[src/hw/rtl/rhl_pkg.sv]
`timescale 1ns / 1ps

package rhl_pkg;

  // Fixed-point fraction bits of the linear values, coefficients and XYZ.
  localparam int FRAC_BITS = 16;

  localparam int LIN_W   = FRAC_BITS + 7;   // linear value times 100, below 128.0
  localparam int COEF_W  = FRAC_BITS + 1;   // matrix coefficient, at most 1.0
  localparam int PROD_W  = LIN_W + COEF_W;
  localparam int SUM_W   = PROD_W + 2;
  localparam int XYZ_W   = FRAC_BITS + 7;
  localparam int SQ_W    = FRAC_BITS + 4;   // root of Y, below 16.0
  localparam int SQ_IN_W = 2 * SQ_W;
  localparam int NUM_W   = FRAC_BITS + 25;  // signed numerators of a and b
  localparam int DEN_W   = FRAC_BITS + 14;  // 1000 times the root
  localparam int Q_BITS  = 9;               // quotient bits below the overflow check
  localparam int DIV_LAT = Q_BITS + 1;

  localparam int L_W    = 7;
  localparam int AB_W   = 10;
  localparam int L_MAX  = 100;
  localparam int AB_MIN = -128;
  localparam int AB_MAX = 383;
  localparam int AB_MID = 128;

  localparam int QB = 30;

  typedef logic [LIN_W-1:0] lin_rom_t [256];
  typedef logic [COEF_W-1:0] coef_arr_t [9];

  // Data that rides along the square root pipeline.
  typedef struct packed {
    logic signed [NUM_W-1:0] pa;
    logic signed [NUM_W-1:0] pb;
    logic                    yzero;
  } rhl_side_t;

  // Fifth power in Q30, truncated after each product.
  function automatic longint unsigned pow5_q(longint unsigned r);
    longint unsigned p;
    p = r;
    for (int i = 0; i < 4; i++) begin
      p = (p * r) >> QB;
    end
    return p;
  endfunction

  // sRGB to linear table, built at elaboration.
  function automatic lin_rom_t build_lin_rom();
    lin_rom_t rom;
    longint unsigned t;
    longint unsigned s;
    longint unsigned p;
    longint unsigned lo;
    longint unsigned hi;
    longint unsigned mid;
    longint unsigned cl;
    for (int c = 0; c < 256; c++) begin
      cl = longint'(c);
      if (c <= 10) begin
        rom[c] = LIN_W'((cl * 64'd10000 * (64'd1 << FRAC_BITS)) / 64'd329460);
      end else begin
        t  = ((64'd1000 * cl + 64'd14025) << QB) / 64'd269025;
        s  = (t * t) >> QB;
        lo = 0;
        hi = 64'd1 << QB;
        while (lo < hi) begin
          mid = (lo + hi + 64'd1) >> 1;
          if (pow5_q(mid) <= s) lo = mid;
          else hi = mid - 64'd1;
        end
        p = (s * lo) >> QB;
        rom[c] = LIN_W'((p * 64'd100) >> (QB - FRAC_BITS));
      end
    end
    return rom;
  endfunction

  function automatic logic [COEF_W-1:0] cq(int k);
    return COEF_W'(((longint'(k) << FRAC_BITS) + 64'd5000) / 64'd10000);
  endfunction

  localparam lin_rom_t LIN_ROM = build_lin_rom();

  // Rows X, Y, Z; columns R, G, B.
  localparam coef_arr_t COEF = '{cq(4124), cq(3576), cq(1805),
                                 cq(2126), cq(7152), cq(722),
                                 cq(193),  cq(1192), cq(9505)};

endpackage

[src/hw/rtl/rhl_sqrt.sv]
`timescale 1ns / 1ps

// Restoring square root, one result bit per register stage.
module rhl_sqrt (
  input  logic                        clk,
  input  logic                        en,
  input  logic [rhl_pkg::SQ_IN_W-1:0] in_val,
  input  rhl_pkg::rhl_side_t          in_side,
  output logic [rhl_pkg::SQ_W-1:0]    out_root,
  output rhl_pkg::rhl_side_t          out_side
);

  localparam int N  = rhl_pkg::SQ_W;
  localparam int VW = rhl_pkg::SQ_IN_W;

  logic [N:0]    rem_r  [N];
  logic [N-1:0]  root_r [N];
  logic [VW-1:0] val_r  [N];
  rhl_pkg::rhl_side_t side_r [N];

  for (genvar k = 0; k < N; k++) begin : g_step
    logic [N:0]    rem_prev;
    logic [N-1:0]  root_prev;
    logic [VW-1:0] val_prev;
    rhl_pkg::rhl_side_t side_prev;
    logic [N+2:0]  rem_sh;
    logic [N+2:0]  trial;
    logic          ge;
    logic [N:0]    rem_nxt;
    logic [N-1:0]  root_nxt;

    // The first stage starts from the input, the others from the stage before.
    if (k == 0) begin : g_first
      assign rem_prev  = '0;
      assign root_prev = '0;
      assign val_prev  = in_val;
      assign side_prev = in_side;
    end else begin : g_next
      assign rem_prev  = rem_r[k-1];
      assign root_prev = root_r[k-1];
      assign val_prev  = val_r[k-1];
      assign side_prev = side_r[k-1];
    end

    // Bring down the next two bits and try a one in the root.
    always_comb begin
      rem_sh   = {rem_prev, val_prev[VW-1 -: 2]};
      trial    = {1'b0, root_prev, 2'b01};
      ge       = rem_sh >= trial;
      rem_nxt  = ge ? (N+1)'(rem_sh - trial) : rem_sh[N:0];
      root_nxt = {root_prev[N-2:0], ge};
    end

    always_ff @(posedge clk) begin
      if (en) begin
        rem_r[k]  <= rem_nxt;
        root_r[k] <= root_nxt;
        val_r[k]  <= {val_prev[VW-3:0], 2'b00};
        side_r[k] <= side_prev;
      end
    end
  end

  assign out_root = root_r[N-1];
  assign out_side = side_r[N-1];

endmodule

[config.mk]
export PLATFORM = sky130hd
export DESIGN_NAME = rhl_sqrt
export DESIGN_NICKNAME = d
export VERILOG_FILES = /design/src/hw/rtl/rhl_pkg.sv /design/src/hw/rtl/rhl_sqrt.sv
export SDC_FILE = /design/constraint.sdc
export NUM_CORES = 2
export LEC_CHECK = 0
export BUFFER_PORTS_ARGS = -buffer_cell sky130_fd_sc_hd__buf_2
export CAP_MARGIN = 10
export CORE_AREA = 2 2 391 393
export CTS_CLUSTER_SIZE = 40
export DETAILED_ROUTE_END_ITERATION = 10
export DIE_AREA = 0 0 393 395
export PLACE_DENSITY = 0.86
export SLEW_MARGIN = 10
export SYNTH_ARGS = -nofsm -noshare
export SYNTH_HDL_FRONTEND = slang
export SYNTH_SLANG_ARGS = --single-unit
[constraint.sdc]
create_clock -name clk -period 7.8 [get_ports clk]
set_input_delay 0.78 -clock clk [delete_from_list [all_inputs] [get_ports clk]]
set_output_delay 0.78 -clock clk [all_outputs]
set_load 0.01 [all_outputs]
# After elaboration in Yosys (flattened, before gate mapping)
# Memories as Yosys holds them, arrays and structs flattened.
# Index checks and enable logic that the tools add are counted.
# W data, S select, Z words.
dict set report classes {
  n_addsub 20
  n_lt_le_gt_ge 20
  mux 22
}
# op count
set ops {}
lappend ops {{$ge A23 B22 Y1} 19}
lappend ops {{$mux W21} 20}
lappend ops {{$sub A21 B21 Y21} 19}
lappend ops {{$sub A2 B1 Y3 const B} 1}
lappend ops {{$ge A2 B1 Y1 const B} 1}
lappend ops {{$mux W1} 2}
dict set report word_totals {
  mem_count 4
  elab_cells 66
  reg_bits 0
  input_bits 125
  out_inout_bits 103
  ram_bits 3240
}
# name words word_bits rd rd_clocked_by_memory_dff write_ports line
set mem_list {}
lappend mem_list {side_r 20 83 20 0 20 rhl_sqrt.sv:19} ;# rhl_pkg::rhl_side_t side_r [N];
lappend mem_list {val_r 20 38 19 0 20 rhl_sqrt.sv:18} ;# logic [VW-1:0] val_r [N];
lappend mem_list {rem_r 20 21 19 0 20 rhl_sqrt.sv:16} ;# logic [N:0] rem_r [N];
lappend mem_list {root_r 20 20 20 0 20 rhl_sqrt.sv:17} ;# logic [N-1:0] root_r [N];

# Logic depth before layout (Yosys ltp)
# An unclocked memory read counts as a cell.
dict set report logic_depth {
  ltp_word 3
  ltp_mapped 13
  depth_no_buf 11
}

# Least setup slack after synthesis
# Ideal clock, no wire load.
dict set report synth_timing {
  kind {register to register}
  startpoint {mem rem_r[14][7] (netlist name)}
  endpoint {mem rem_r[15][16] (netlist name), data pin}
  path_buffers 1
  setup_time_ns 0.260
  t_arrival_ns 2.525
  period_less_slack_ns 2.785
  t_required_ns 7.540
  path_slack_ns 5.015
  stages_incl_launch_ff 9
  path_cell_list {edfxtp_1 > ha_1 > and3_1 > nand3_1 > or4b_1 > a2111o_1 > nand4_2 > buf_6 > mux2_2}
}
# item line
set synth_rtl {}
lappend synth_rtl {{start: declaration} rhl_sqrt.sv:16}

==> results_dict.tcl <==
set metrics [dict create \
    crit_slowest_cell "a21oi_2" \
    p_per_area_nw_per_um2 301 \
    avgViaCountPerCell 5.58 \
    route.vias.total 43103 \
    drc 0 \
    cpPeakStageDelay_ns 1.00 \
    syn_area_per_cell_um2 18.8 \
    fin_ws_ns 3.91 \
    htreeDepth 4 \
    period_needed_ns 3.89 \
    grt_pass1_wl_mm 239 \
    rows 143 \
    fmax_mhz 257 \
    grt_max_degree 214 \
    synth_common_cells "2623 x edfxtp_1, 292 x inv_1, 238 x nor2_1, 231 x ha_1, 222 x a21oi_1" \
    root_buffer "clkbuf_16" \
    grt.total_usage 0.198 \
    final-max-slew-violation-count 0 \
    drive_gt1_frac 0.126 \
    finalClockSkew_ns 0.0956 \
    syn-num-nets 5387 \
    crit_fanout 25 \
    yosysWarnings 0 \
    cts_resized 0 \
    ir_drop_mv 0.295 \
    crit_path_end_kind "register" \
    synthFlopType "edfxtp_1" \
    io_pins 228 \
    synth-seq-cells 2623 \
    io_buffers 227 \
    status "completed" \
    ys_seq_area_frac 0.834 \
    ant_nets 0 \
    dpl_worst_slack_ns 4.27 \
    drv_cap 0 \
    finalSetupTns_ns 0 \
    netlist_area_um2 94400 \
    synthArstFlopShare 0 \
    die_w_um 393 \
    tritoncts "done" \
    dr.pass1.iters 8 \
    overflow 0 \
    routedWlPerCell_um 19.8 \
    syn2layout_area_growth_pct 12.8 \
    antenna_found_initial 2 \
    crit_chain "ha_1 > o21a_1 > o21ai_0 > a21oi_1 > a31oi_1 > a21oi_2 > nand4b_1 > nor4_1 > xor2_1" \
    holdWs_ns 0.0856 \
    min_period_over_period 0.499 \
    num_antenna_cells 0 \
    postSynthCellCount 5031 \
    drt-initial-drc-count 3770 \
    post_cts_buffers 0 \
    hp-class "in -> reg" \
    finalNetCount 5847 \
    yosysMostFrequentCell "edfxtp_1" \
    cts_sinks 2623 \
    crit_type "reg -> reg" \
    gp_congestion 0.916 \
    synth_largest_area_cell "edfxtp_1" \
    hold_viol_final 0 \
    totalPowerFinal_mw 32.1 \
    arrival_ns 4.39 \
    yosys-top-cells-area "edfxtp_1 83%, ha_1 3.1%, xnor2_1 1.6%" \
    dp_hpwl_mm 80.6 \
    grt_pass1_vias 44312 \
    yosysUniqueCellTypes 88 \
    path_clk_slew_ns 0.07 \
    synth.top_cell.area_share 0.834 \
    worstPathRequired_ns 8.30 \
    cts_made_buffers 240 \
    cts_hold_buf 0 \
    clockBufferDepth 3 \
    p_leak_nw 38.4 \
    slew-limit-headroom 0.191 \
    start_util 0.624 \
    rsz0062_at_grt "no" \
    tightest_slew_ns 1.21 \
    nFillCells 8726 \
    setup_viol 0 \
    coreArea_um2 151000 \
    fp.dieH_um 395 \
    drt-total-wl_mm 153 \
    clock_latency_ns 0.86 \
    synth_edf_count 2623 \
    die_area_um2 155000 \
    cp-start-kind "register" \
]
## metal layers
layer	vias to the layer above	GRT usage	part of all wire
met2	1343	0.369	0.55
met5	-	0	0
met4	0	0.0772	0.037
li1	20137	-	-
met1	21234	0.226	0.37
met3	389	0.0331	0.043
## where the power goes
| part | switching [mW] | internal (mW) | total [mW] |
|---|---|---|---|
| Combinational | 1.49 | 1.05 | 2.54 |
| Clock | 5.16 | 6.96 | 12.1 |
| Sequential | 0.521 | 16.9 | 17.4 |
| Total | 7.17 | 24.9 | 32.1 |
## layout make-up
cell class | instances | area (µm²) | area share
clock buffers | 283 | 6190 | 0.0581
flip-flops and latches | 2623 | 78800 | 0.740
inverters | 294 | 1100 | 0.0104
repair buffers | 263 | 1560 | 0.0146
multi-input cells | 2069 | 14300 | 0.134
clock inverters | 159 | 2030 | 0.0191
well taps | 2030 | 2540 | 0.0239
## cell families (layout without fill, tap and decap cells)
kind of cell | Yosys count | count (layout) | share of synthesized area
other cells | 1 | 1 | 0.0000397
flops | 2623 | 2623 | 0.834
xor+xnor | 299 | 299 | 0.0278
simple gates | 875 | 875 | 0.0465
buf+inv | 339 | 999 | 0.0142
fa+ha+maj | 231 | 231 | 0.0306
compound gates | 619 | 619 | 0.0411
mux | 44 | 44 | 0.00536
## path summary, 6_finish.rpt
check | start | end | slack [ns] | cells past startpoint
worst max-delay path | rem_r[10][0] | rem_r[11][19] | 3.91 | 9
worst min-delay path | in_val[36] | val_r[0][36] | 0.09 | 1
worst max register to register | rem_r[10][0] | rem_r[11][19] | 3.91 | 9
worst min register to register | side_r[1][34] | side_r[1][117] | 0.34 | 0
## registers in the layout, indices dropped and copies added, names as in the netlist
signal and cells:
side_r 1660, val_r 380, rem_r 373, root_r 210
## metrics by stage
stage / util / cell area [µm²] / instances
global route: 0.704 / 106000 / 7721
floorplan: - / 94400 / 5031
detailed placement: 0.650 / 98300 / 7279
finish: 0.704 / 106000 / 7721
CTS: 0.704 / 106000 / 7721
global placement: 0.650 / 98300 / 7279
## layout by cell type (no fill, tap or decap), types with 15 or more instances in the layout
master     count
or3_1         33
or2_2         22
o21a_1        43
xor2_1       127
bufinv_16     38
a21oi_1      221
nand2b_1      49
and3_1        20
mux2_2        36
buf_2        226
clkbuf_16    241
clkinv_2      33
nor4_1        39
a21o_1        49
inv_1        292
xnor2_1      171
clkbuf_1      42
clkinv_1      57
nor2b_1       39
o21ai_0      132
o211ai_1      16
nor2_1       238
ha_1         231
edfxtp_1    2623
buf_4         25
o31ai_1       15
nand4_1       23
nand2_1      193
nor3_1        90
nand3_1       48
a31oi_1       18
## critical path, delay by kind of cell, from the launching register on
kind / cells / cell delay [ns]
compound gates: 5 / 1.91
xor+xnor: 1 / 0.11
fa+ha+maj: 1 / 0.41
flops: 1 / 0.47
simple gates: 2 / 0.64
(Power assumes the default switching activity.)
