## src/hw/rtl/rhl_pkg.sv

```systemverilog
`timescale 1ns / 1ps

package rhl_pkg;

  // Fixed-point fraction bits of the linear values, coefficients and XYZ.
  localparam int FRAC_BITS = 16;

  localparam int LIN_W   = FRAC_BITS + 7;   // linear value times 100, below 128.0
  localparam int COEF_W  = FRAC_BITS + 1;   // matrix coefficient, at most 1.0
  localparam int PROD_W  = LIN_W + COEF_W;
  localparam int SUM_W   = PROD_W + 2;
  localparam int XYZ_W   = FRAC_BITS + 7;
  localparam int SQ_W    = FRAC_BITS + 4;   // root of Y, below 16.0
  localparam int SQ_IN_W = 2 * SQ_W;
  localparam int NUM_W   = FRAC_BITS + 25;  // signed numerators of a and b
  localparam int DEN_W   = FRAC_BITS + 14;  // 1000 times the root
  localparam int Q_BITS  = 9;               // quotient bits below the overflow check
  localparam int DIV_LAT = Q_BITS + 1;

  localparam int L_W    = 7;
  localparam int AB_W   = 10;
  localparam int L_MAX  = 100;
  localparam int AB_MIN = -128;
  localparam int AB_MAX = 383;
  localparam int AB_MID = 128;

  localparam int QB = 30;

  typedef logic [LIN_W-1:0] lin_rom_t [256];
  typedef logic [COEF_W-1:0] coef_arr_t [9];

  // Data that rides along the square root pipeline.
  typedef struct packed {
    logic signed [NUM_W-1:0] pa;
    logic signed [NUM_W-1:0] pb;
    logic                    yzero;
  } rhl_side_t;

  // Fifth power in Q30, truncated after each product.
  function automatic longint unsigned pow5_q(longint unsigned r);
    longint unsigned p;
    p = r;
    for (int i = 0; i < 4; i++) begin
      p = (p * r) >> QB;
    end
    return p;
  endfunction

  // sRGB to linear table, built at elaboration.
  function automatic lin_rom_t build_lin_rom();
    lin_rom_t rom;
    longint unsigned t;
    longint unsigned s;
    longint unsigned p;
    longint unsigned lo;
    longint unsigned hi;
    longint unsigned mid;
    longint unsigned cl;
    for (int c = 0; c < 256; c++) begin
      cl = longint'(c);
      if (c <= 10) begin
        rom[c] = LIN_W'((cl * 64'd10000 * (64'd1 << FRAC_BITS)) / 64'd329460);
      end else begin
        t  = ((64'd1000 * cl + 64'd14025) << QB) / 64'd269025;
        s  = (t * t) >> QB;
        lo = 0;
        hi = 64'd1 << QB;
        while (lo < hi) begin
          mid = (lo + hi + 64'd1) >> 1;
          if (pow5_q(mid) <= s) lo = mid;
          else hi = mid - 64'd1;
        end
        p = (s * lo) >> QB;
        rom[c] = LIN_W'((p * 64'd100) >> (QB - FRAC_BITS));
      end
    end
    return rom;
  endfunction

  function automatic logic [COEF_W-1:0] cq(int k);
    return COEF_W'(((longint'(k) << FRAC_BITS) + 64'd5000) / 64'd10000);
  endfunction

  localparam lin_rom_t LIN_ROM = build_lin_rom();

  // Rows X, Y, Z; columns R, G, B.
  localparam coef_arr_t COEF = '{cq(4124), cq(3576), cq(1805),
                                 cq(2126), cq(7152), cq(722),
                                 cq(193),  cq(1192), cq(9505)};

endpackage

```

## src/hw/rtl/rhl_div.sv

```systemverilog
`timescale 1ns / 1ps

// Signed divide truncating toward zero, one quotient bit per stage,
// saturated to the a and b range.
module rhl_div (
  input  logic                             clk,
  input  logic                             en,
  input  logic signed [rhl_pkg::NUM_W-1:0] num,
  input  logic [rhl_pkg::DEN_W-1:0]        den,
  output logic signed [rhl_pkg::AB_W-1:0]  result
);

  localparam int NW = rhl_pkg::NUM_W;
  localparam int QN = rhl_pkg::Q_BITS;

  logic [NW-1:0]                rem_r [QN+1];
  logic [NW-1:0]                den_r [QN+1];
  logic [QN-1:0]                q_r   [QN+1];
  logic                         neg_r [QN+1];
  logic                         ovf_r [QN+1];

  logic [NW-1:0] mag;
  logic [NW-1:0] den_x;

  // Magnitude and overflow check against the full quotient range.
  always_comb begin
    mag   = num[NW-1] ? NW'(-num) : NW'(num);
    den_x = NW'(den);
  end

  always_ff @(posedge clk) begin
    if (en) begin
      rem_r[0] <= mag;
      den_r[0] <= den_x;
      q_r[0]   <= '0;
      neg_r[0] <= num[NW-1];
      ovf_r[0] <= mag >= (den_x << QN);
    end
  end

  for (genvar k = 0; k < QN; k++) begin : g_step
    logic [NW-1:0] dsh;
    logic          ge;

    // Quotient bit QN-1-k.
    always_comb begin
      dsh = den_r[k] << (QN - 1 - k);
      ge  = rem_r[k] >= dsh;
    end

    always_ff @(posedge clk) begin
      if (en) begin
        rem_r[k+1] <= ge ? rem_r[k] - dsh : rem_r[k];
        den_r[k+1] <= den_r[k];
        q_r[k+1]   <= q_r[k] | (QN'(ge) << (QN - 1 - k));
        neg_r[k+1] <= neg_r[k];
        ovf_r[k+1] <= ovf_r[k];
      end
    end
  end

  // Sign and saturation.
  always_comb begin
    if (neg_r[QN]) begin
      if (ovf_r[QN] || q_r[QN] > QN'(-rhl_pkg::AB_MIN)) begin
        result = rhl_pkg::AB_W'(rhl_pkg::AB_MIN);
      end else begin
        result = -rhl_pkg::AB_W'(q_r[QN]);
      end
    end else begin
      if (ovf_r[QN] || q_r[QN] > QN'(rhl_pkg::AB_MAX)) begin
        result = rhl_pkg::AB_W'(rhl_pkg::AB_MAX);
      end else begin
        result = rhl_pkg::AB_W'(q_r[QN]);
      end
    end
  end

endmodule

```

## config.mk

```make
export PLATFORM = sky130hd
export DESIGN_NAME = rhl_div
export DESIGN_NICKNAME = d
export VERILOG_FILES = /design/src/hw/rtl/rhl_pkg.sv /design/src/hw/rtl/rhl_div.sv
export SDC_FILE = /design/constraint.sdc
export NUM_CORES = 1
export LEC_CHECK = 0
export ABC_AREA = 0
export BUFFER_PORTS_ARGS = -buffer_cell sky130_fd_sc_hd__buf_2
export CORE_MARGIN = 4
export CORE_UTILIZATION = 55
export DETAILED_ROUTE_END_ITERATION = 10
export GPL_TIMING_DRIVEN = 0
export PLACE_DENSITY_LB_ADDON = 0.25
export SLEW_MARGIN = 10
export SYNTH_ARGS = -nofsm -noshare
export SYNTH_HDL_FRONTEND = slang
export SYNTH_SLANG_ARGS = --single-unit
export TNS_END_PERCENT = 1
```

## constraint.sdc

```tcl
create_clock -name clk -period 12.2 [get_ports clk]
set_clock_uncertainty 0.15 [all_clocks]
set_input_delay 1.83 -clock clk [delete_from_list [all_inputs] [get_ports clk]]
set_output_delay 1.83 -clock clk [all_outputs]
set_load 0.03 [all_outputs]
```

**Word-level counts from Yosys, hierarchy flattened**

Memories as Yosys holds them, arrays and structs flattened.
Cells that the tools add are included.

- Register bits: 0
- RAM bits: 930
- Input bits: 73
- Output and inout port bits: 10
- Logic and storage cells: 54
- Memories: 5

Memories:

| name | words | bits a word | read ports | clocked after Yosys merged registers in | wr ports | RTL line | text |
|---|---|---|---|---|---|---|---|
| den_r | 10 | 41 | 9 | 0 | 10 | rhl_div.sv:17 | `logic [NW-1:0] den_r [QN+1];` |
| rem_r | 10 | 41 | 9 | 0 | 10 | rhl_div.sv:16 | `logic [NW-1:0] rem_r [QN+1];` |
| q_r | 10 | 9 | 10 | 0 | 10 | rhl_div.sv:18 | `logic [QN-1:0] q_r [QN+1];` |
| neg_r | 10 | 1 | 10 | 0 | 10 | rhl_div.sv:19 | `logic neg_r [QN+1];` |
| ovf_r | 10 | 1 | 10 | 0 | 10 | rhl_div.sv:20 | `logic ovf_r [QN+1];` |

- Add/subtract/negate cells: 11
- Order comparisons: 12
- Multiplexer cells: 15
- Bitwise operators: 9
- Reductions and logical operators: 2

Operator list:

| cell | number |
|---|---|
| $mux 41 | 10 |
| $ge 41x41->1 | 9 |
| $sub 41x41->41 | 9 |
| $ge 41x39->1 | 1 |
| $neg 41->41 | 1 |
| $mux 10 | 2 |
| $neg 9->10 | 1 |
| $gt 9x8->1 const B | 1 |
| $gt 9x9->1 const B | 1 |
| $mux 9 | 1 |
| $or 9x1->9 | 1 |
| $or 9x2->9 | 1 |
| $or 9x3->9 | 1 |
| $or 9x4->9 | 1 |
| $or 9x5->9 | 1 |
| $or 9x6->9 | 1 |
| $or 9x7->9 | 1 |
| $or 9x8->9 | 1 |
| $or 9x9->9 | 1 |
| $logic_or 1x1->1 | 2 |
| $mux 1 | 2 |

**Logic depth before layout (Yosys ltp)**

Gate-level depths: netlist of run 1.
An unclocked memory read counts as a cell.

- Word-level depth: 5
- Gate-level depth with buffers: 19
- Gate-level depth less buffers: 19

**Worst setup path before layout of run 1**

No wires, ideal clock.

- Path kind: input port to flip-flop
- Start point: input port num[1] in the netlist's numbering
- End point: memory ovf_r[0], data pin
- Setup time: 263 ps
- Arrival time: 5196 ps
- Required time: 11787 ps
- Path slack: 6591 ps
- Stages on the path: 19
- Path buffers: 0
- Path through: or2_1 -> or4_4 -> or4_4 -> or3_4 -> nand2b_4 -> nand2b_4 -> o21ai_4 -> nand2_2 -> a21oi_1 -> xnor2_1 -> ha_1 -> a21o_1 -> a21o_1 -> a21oi_1 -> nor2b_1 -> o21ai_0 -> o21ai_0 -> nor3_1 -> nand3_1

RTL lines:

| what | RTL line | text |
|---|---|---|
| from (decl) | rhl_div.sv:8 | `input logic signed [rhl_pkg::NUM_W-1:0] num,` |
| to (decl) | rhl_div.sv:20 |  |

==> reports/metrics.cfg, run 1 <==
[critical_path]
required_ns = 12.52
cp.arrival_ns = 6.94
cp-end-kind = flop
critPathKind = in2reg
r2r_setup_slack_ns = 7.38
start_kind = primary input
worstSetupStartpoint = num[1]
cp_max_fo = 4
crit_end = ovf_r[0]
reg2regPathDepth = 13
reg2reg_to = rem_r[3][10]
r2r-start = den_r[2][20]

[global_route]
first_global_vias = 27900
grt_max_degree = 124
antenna_found_initial = 1
grt_pass1_wl_um = 139000
grt-ovfl-total = 0
grt_usage_pct = 22.0

[timing]
hold_slack_ns = 0.265
timing.final.ws_setup_ns = 5.58
setup_tns_ns = 0
tightest_slew_ns = 1.00
maxSlewViolCount = 0
rsz0062_at_grt = no
max_freq_mhz = 151
maxSlewHeadroom_pct = 32.5
min_period_ns = 6.62
setup_viol = 0
hold_viol = 0
fin_crit_sh_pct = 54.3

[clock_network]
clock-sinks = 704
postCtsHoldBufs = 0
clk_pin_slew_worst_paths_ns = 0.06
cts_buffers = 78
cts_max_level = 3
clock_latency_ns = 0.62
cts_tree = built
cts-root-buf = clkbuf_16
cts_resized = 0
clock_path_buffers = 3
cts_setup_buffers = 0

[pwr]
powerDensity_mw_per_mm2 = 215
power.total_mw = 9.72
vdd_ir_drop_max_mv = 0.108
power.leakage_nw = 18.2

[logic_synthesis]
yosysUniqueCellTypes = 85
syn_nets = 4221
syn_inst = 3837
avgSynthCellArea_um2 = 10.7
synth-async-reset-ratio_pct = 0
synth_area_mm2 = 0.0410
ys_ff_latch = 704
yosys_most_used_dff = edfxtp_1
synth_edf_count = 704
yosysWarningCount = 0
ys_seq_area_share_pct = 51.5

[floorplan]
core.rowCount = 99
start_util_pct = 55.9
ios = 83
die_area_mm2 = 0.0790
die_h_um = 281
core_area_mm2 = 0.0735
die_w_um = 281

[detailed_routing]
vias = 28100
first_pass_iters = 6
drc_errors = 0
routedWlPerCell_um = 17.3
via_per_inst = 5.59
drt_iter0_markers = 1659
antenna_left = 0
wirelength_um = 87000

[placed_design]
hpwlAfterDp_um = 68900
dp_slack_ns = 4.93
dpl.cell_count = 4884
port_buffers = 82
dpl_cell_area_mm2 = 0.0428
gp_congestion = 0.922

[finish]
fill_cells = 6004
final_cell_mix = 704 x edfxtp_1, 368 x inv_1, 322 x a21oi_1
antenna_cells = 0
final_util_pct = 61.6
nets = 4389
final_common_cell = edfxtp_1
drive_gt1_share_pct = 6.91
stdcell_area_mm2 = 0.0452
area_growth_pct = 10.2
finalNonFillerCells = 5024

[run_status]
status = completed

[worst_hold_path]
hold_path.class = reg2reg

[job]
drv_cap = 0

[state kept, by name, indices dropped and copies added (netlist names)]
signal,count
rem_r,369
q_r,45
neg_r,10
den_r,270
ovf_r,10
[synthesized netlist by cell type, types with 18 or more instances]
master	instances	area, um^2
nor3_1	59	295
o211ai_1	21	158
nand4_1	60	375
nand2_1	310	1160
nor4_1	31	194
clkbuf_1	78	293
xor2_1	116	1020
a211oi_1	23	173
mux2_2	21	236
o21bai_1	30	225
a21o_1	131	983
inv_1	368	1380
and2_1	18	113
o31ai_1	31	233
a31oi_1	24	150
o21ai_0	252	1260
nor2b_1	38	238
nand2b_1	61	382
edfxtp_1	704	21100
ha_1	303	3790
buf_2	21	105
o21a_1	40	300
nor2_1	263	987
a21oi_1	322	1610
xnor2_1	170	1490
or3_1	26	163
and3_1	19	119
nand3_1	62	310
[layout make-up]
class	instances	area, um^2	share of cell area [%]
Multi-Input combinational cell	2658	18100	40.0
Inverter	371	1390	3.08
Clock buffer	96	2060	4.56
Timing Repair Buffer	88	586	1.29
Sequential cell	704	21100	46.8
Clock inverter	44	335	0.742
Buffer	104	417	0.921
Tap cell	959	1200	2.65
[routing by layer]
| layer | global-route usage (%) | vias up | share of wire, % |
|---|---|---|---|
| li1 | - | 14400 | - |
| met1 | 23.8 | 12800 | 39 |
| met2 | 39.9 | 660 | 50 |
| met3 | 2.63 | 248 | 3.2 |
| met4 | 15.5 | 0 | 8.0 |
| met5 | 0 | - | 0 |
[where the power goes]
group	total [mW]	internal, mW	switching, mW
registers	3.74	3.43	0.303
logic	3.80	1.62	2.18
clock network	2.18	1.28	0.898
total	9.72	6.34	3.38
[logic make-up after synthesis]
logic type               synth area share, %
XOR/XNOR                                6.11
AND/OR/NAND/NOR                         12.1
AO/OA/AOI/OAI                           15.5
flip-flops                              51.5
multiplexers                           0.735
adder cells (fa/ha/maj)                 9.63
buffers and inverters                   4.41
[worst max-delay path, cell delays in order]
cell and delay (ns):
buf_2 0.10, or2_1 0.23, or4_4 0.45, or4_4 0.43, or3_4 0.36, nand2b_4 0.16, nand2b_4 0.22, o21ai_4 0.25
nand2_2 0.13, a21oi_1 0.16, xnor2_1 0.12, ha_1 0.29, and4_1 0.20, nand3_1 0.18, nor3_1 0.72, nand4b_1 0.20
nor4_2 0.65, nor3_1 0.10, nand3_1 0.15
[how the worst min path moves through the flow]
stage | from | to | cells past startpoint
6_report | ovf_r[4] | ovf_r[5] | 0
4_1_cts | q_r[5][5] | q_r[6][5] | 0
3_5_place_dp | neg_r[8] | neg_r[9] | 0
5_1_grt | q_r[6][7] | q_r[7][7] | 0
2_1_floorplan | neg_r[0] | neg_r[1] | 0
3_3_place_gp | q_r[3][7] | q_r[4][7] | 0
Note: power is estimated with default switching activity, not from simulation.
==> run 2, diff against run 1 <==
--- a/config.mk
+++ b/config.mk
@@ -5,7 +5,7 @@
 export SDC_FILE = /design/constraint.sdc
 export NUM_CORES = 1
 export LEC_CHECK = 0
-export ABC_AREA = 0
+export ABC_AREA = 1
 export BUFFER_PORTS_ARGS = -buffer_cell sky130_fd_sc_hd__buf_2
 export CORE_MARGIN = 4
 export CORE_UTILIZATION = 55
==> constraint.sdc (replaced) <==
create_clock -name clk -period 6.4 [get_ports clk]
set_clock_uncertainty 0.15 [all_clocks]
set_input_delay 0.96 -clock clk [delete_from_list [all_inputs] [get_ports clk]]
set_output_delay 0.96 -clock clk [all_outputs]
set_load 0.03 [all_outputs]
==> reports/metrics.cfg, run 2 <==
[logic_synthesis]
ys_ff_latch = 704
yosysUniqueCellTypes = 50
synth_area_leaders = edfxtp_1 42%, nand2_1 19%, inv_1 9.5%
ys_seq_area_share_pct = 42.0
yosysWarningCount = 0
synth_top_area_share_pct = 42.0
synth_edf_count = 704
avgSynthCellArea_um2 = 7.42
syn_inst = 6783
synth_most_common_cell = nand2_1
yosys.area.top_type = edfxtp_1
synth_area_mm2 = 0.0503
synth_top_cells_by_count = 2,486 x nand2_1, 1,273 x inv_1, 704 x edfxtp_1
yosys_most_used_dff = edfxtp_1
synth-async-reset-ratio_pct = 0
syn_nets = 7167

[critical_path]
cp-end-kind = flop
reg2regPathDepth = 12
reg2reg_to = rem_r[5][32]
start_kind = primary input
path_delay_family = simple AND/OR/NAND/NOR gates
r2r_setup_slack_ns = 2.96
critPathMaxStageDelay_ns = 0.74
critPathKind = in2reg
cp_cell_sequence = buf_2, inv_1, ha_1, nand2_1, nor2_2, nand2_1, nor2_2, nand3_1, o21ai_1, nand2_1, xor2_1, ha_1, nand4_1, nor4_1, nand4_1, nand4_1
r2r-start = rem_r[4][4]
cp.arrival_ns = 4.93
required_ns = 6.67
critical_path_buf_inv_count = 2
cp_max_fo = 4
cp_slowest_cell = nor4_1

[run_status]
status = completed

[placed_design]
gp_congestion = 0.990
hpwlAfterDp_um = 139000
dpl_cell_area_mm2 = 0.0524
port_buffers = 82
dp_slack_ns = 1.05

[timing]
setup_viol = 0
min_period_ns = 4.67
hold_viol = 0
timing.final.ws_setup_ns = 1.73
fin_crit_sh_pct = 73.0
rsz0062_at_grt = no
tightest_slew_ns = 0.861
max_freq_mhz = 214
maxSlewViolCount = 0
maxSlewHeadroom_pct = 42.1

[finish]
fill_cells = 8263
final_common_cell = nand2_1
multi_input_area_mm2 = 0.0238
regMostFlops = rem_r
seqCellArea_mm2 = 0.0211
final_cell_mix = 2,486 x nand2_1, 1,273 x inv_1, 704 x edfxtp_1
top_regs = rem_r (369), den_r (270), q_r (45)
drive_gt1_share_pct = 6.56
stdcell_area_mm2 = 0.0551
largest_reg_flops = 369
nets = 7334
area_growth_pct = 9.44

[worst_hold_path]
hold_path.class = reg2reg
hp-start = q_r[5][4]
min_path_cells = 0
whs_endpoint = q_r[6][4]

[global_route]
first_global_vias = 41400
antenna_found_initial = 5
grt_usage_pct = 34.5
grt_max_degree = 119
grt-ovfl-total = 0
grt_pass1_wl_um = 248000

[detailed_routing]
wirelength_um = 167000
drc_errors = 0
routedWlPerCell_um = 20.4
first_pass_iters = 9
via_per_inst = 5.42
vias = 44400
antenna_left = 0
drt_iter0_markers = 4759

[clock_network]
clock-sinks = 704
clk_pin_slew_worst_paths_ns = 0.06
cts-root-buf = clkbuf_16
postCtsHoldBufs = 0
cts_buffers = 76
cts_tree = built
cts_resized = 0
cts_setup_buffers = 0
cts_max_level = 3
clock_latency_ns = 0.67
clock_path_buffers = 3

[floorplan]
die_area_mm2 = 0.0964
die_h_um = 310
die_w_um = 310
ios = 83
core.rowCount = 110
core_area_mm2 = 0.0904
start_util_pct = 55.7

[pwr]
clkPwrFrac_pct = 21.5
vdd_ir_drop_max_mv = 0.261
power_frac_seq_pct = 33.1
power.leakage_nw = 27.5
p_int_mw = 12.5
powerDensity_mw_per_mm2 = 400
netSwitchingFraction_pct = 43.4
switchingPower_mw = 9.57
p_comb_share_pct = 45.4

[job]
drv_cap = 0

-- run 2: cell types whose count changed after synthesis, moves of 128 or more --
| cell | delta |
|---|---|
| o21ai_0 | -148 |
| inv_1 | +905 |
| nand3_1 | +314 |
| nand2_1 | +2176 |
| a21o_1 | -128 |
| nor2_1 | +340 |
-- run 2: per-layer routing --
metal / vias up / track usage [%] / wire [um]
met5: - / 0 / 23
met4: 4 / 15.3 / 8710
li1: 21800 / - / -
met2: 1821 / 54.8 / 74000
met3: 344 / 6.10 / 14200
met1: 20400 / 46.5 / 70000
-- run 2: layout make-up --
cell class,instances,share of cell area [%]
Clock inverter,55,1.32
Sequential cell,704,38.4
Buffer,57,0.995
Inverter,1290,8.81
Timing Repair Buffer,89,1.11
Antenna cell,3,0.0136
Tap cell,1176,2.67
Multi-Input combinational cell,4732,43.2
Clock buffer,84,3.51
-- run 2: how the worst max path moves through the flow --
stage                start            to  slack (ns)  cells after the start
finish              num[0]      ovf_r[0]        1.73                     16
global route        num[0]      ovf_r[0]        1.60                     16
CTS                 num[0]      ovf_r[0]        1.71                     16
detailed placement  num[0]      ovf_r[0]        1.05                     16
global placement        en  den_r[7][28]       -6.24                      1
floorplan           num[0]      ovf_r[0]        3.05                     19
-- run 2: cells by family after synthesis --
logic type	Yosys count	share of synthesized area, %
buffers and inverters	1347	10.7
AO/OA/AOI/OAI	466	5.49
AND/OR/NAND/NOR	3785	31.0
adder cells (fa/ha/maj)	311	7.85
flip-flops	704	42.0
XOR/XNOR	170	2.96
-- run 2: power groups by stage --
stage	logic [mW]	registers, mW	clock network, mW
2_1_floorplan	6.98	6.83	0
3_3_place_gp	9.65	7.41	0
3_5_place_dp	9.74	7.33	0
4_1_cts	9.81	7.24	4.80
5_1_grt	11.2	7.31	4.99
6_report	10.0	7.28	4.74
-- run 2: metrics by stage --
step / utilization [%] / hold slack, ns / cells / TNS, ns / total power, mW
finish: 60.9 / 0.264 / 8190 / 0 / 22.0
global route: 60.9 / 0.273 / 8187 / 0 / 23.5
CTS: 60.9 / 0.267 / 8187 / 0 / 21.9
detailed placement: 58.0 / 0.255 / 8048 / 0 / 17.1
global placement: 57.7 / 0.250 / 8041 / -4282.96 / 17.1
floorplan: - / 0.250 / 6783 / 0 / 13.8
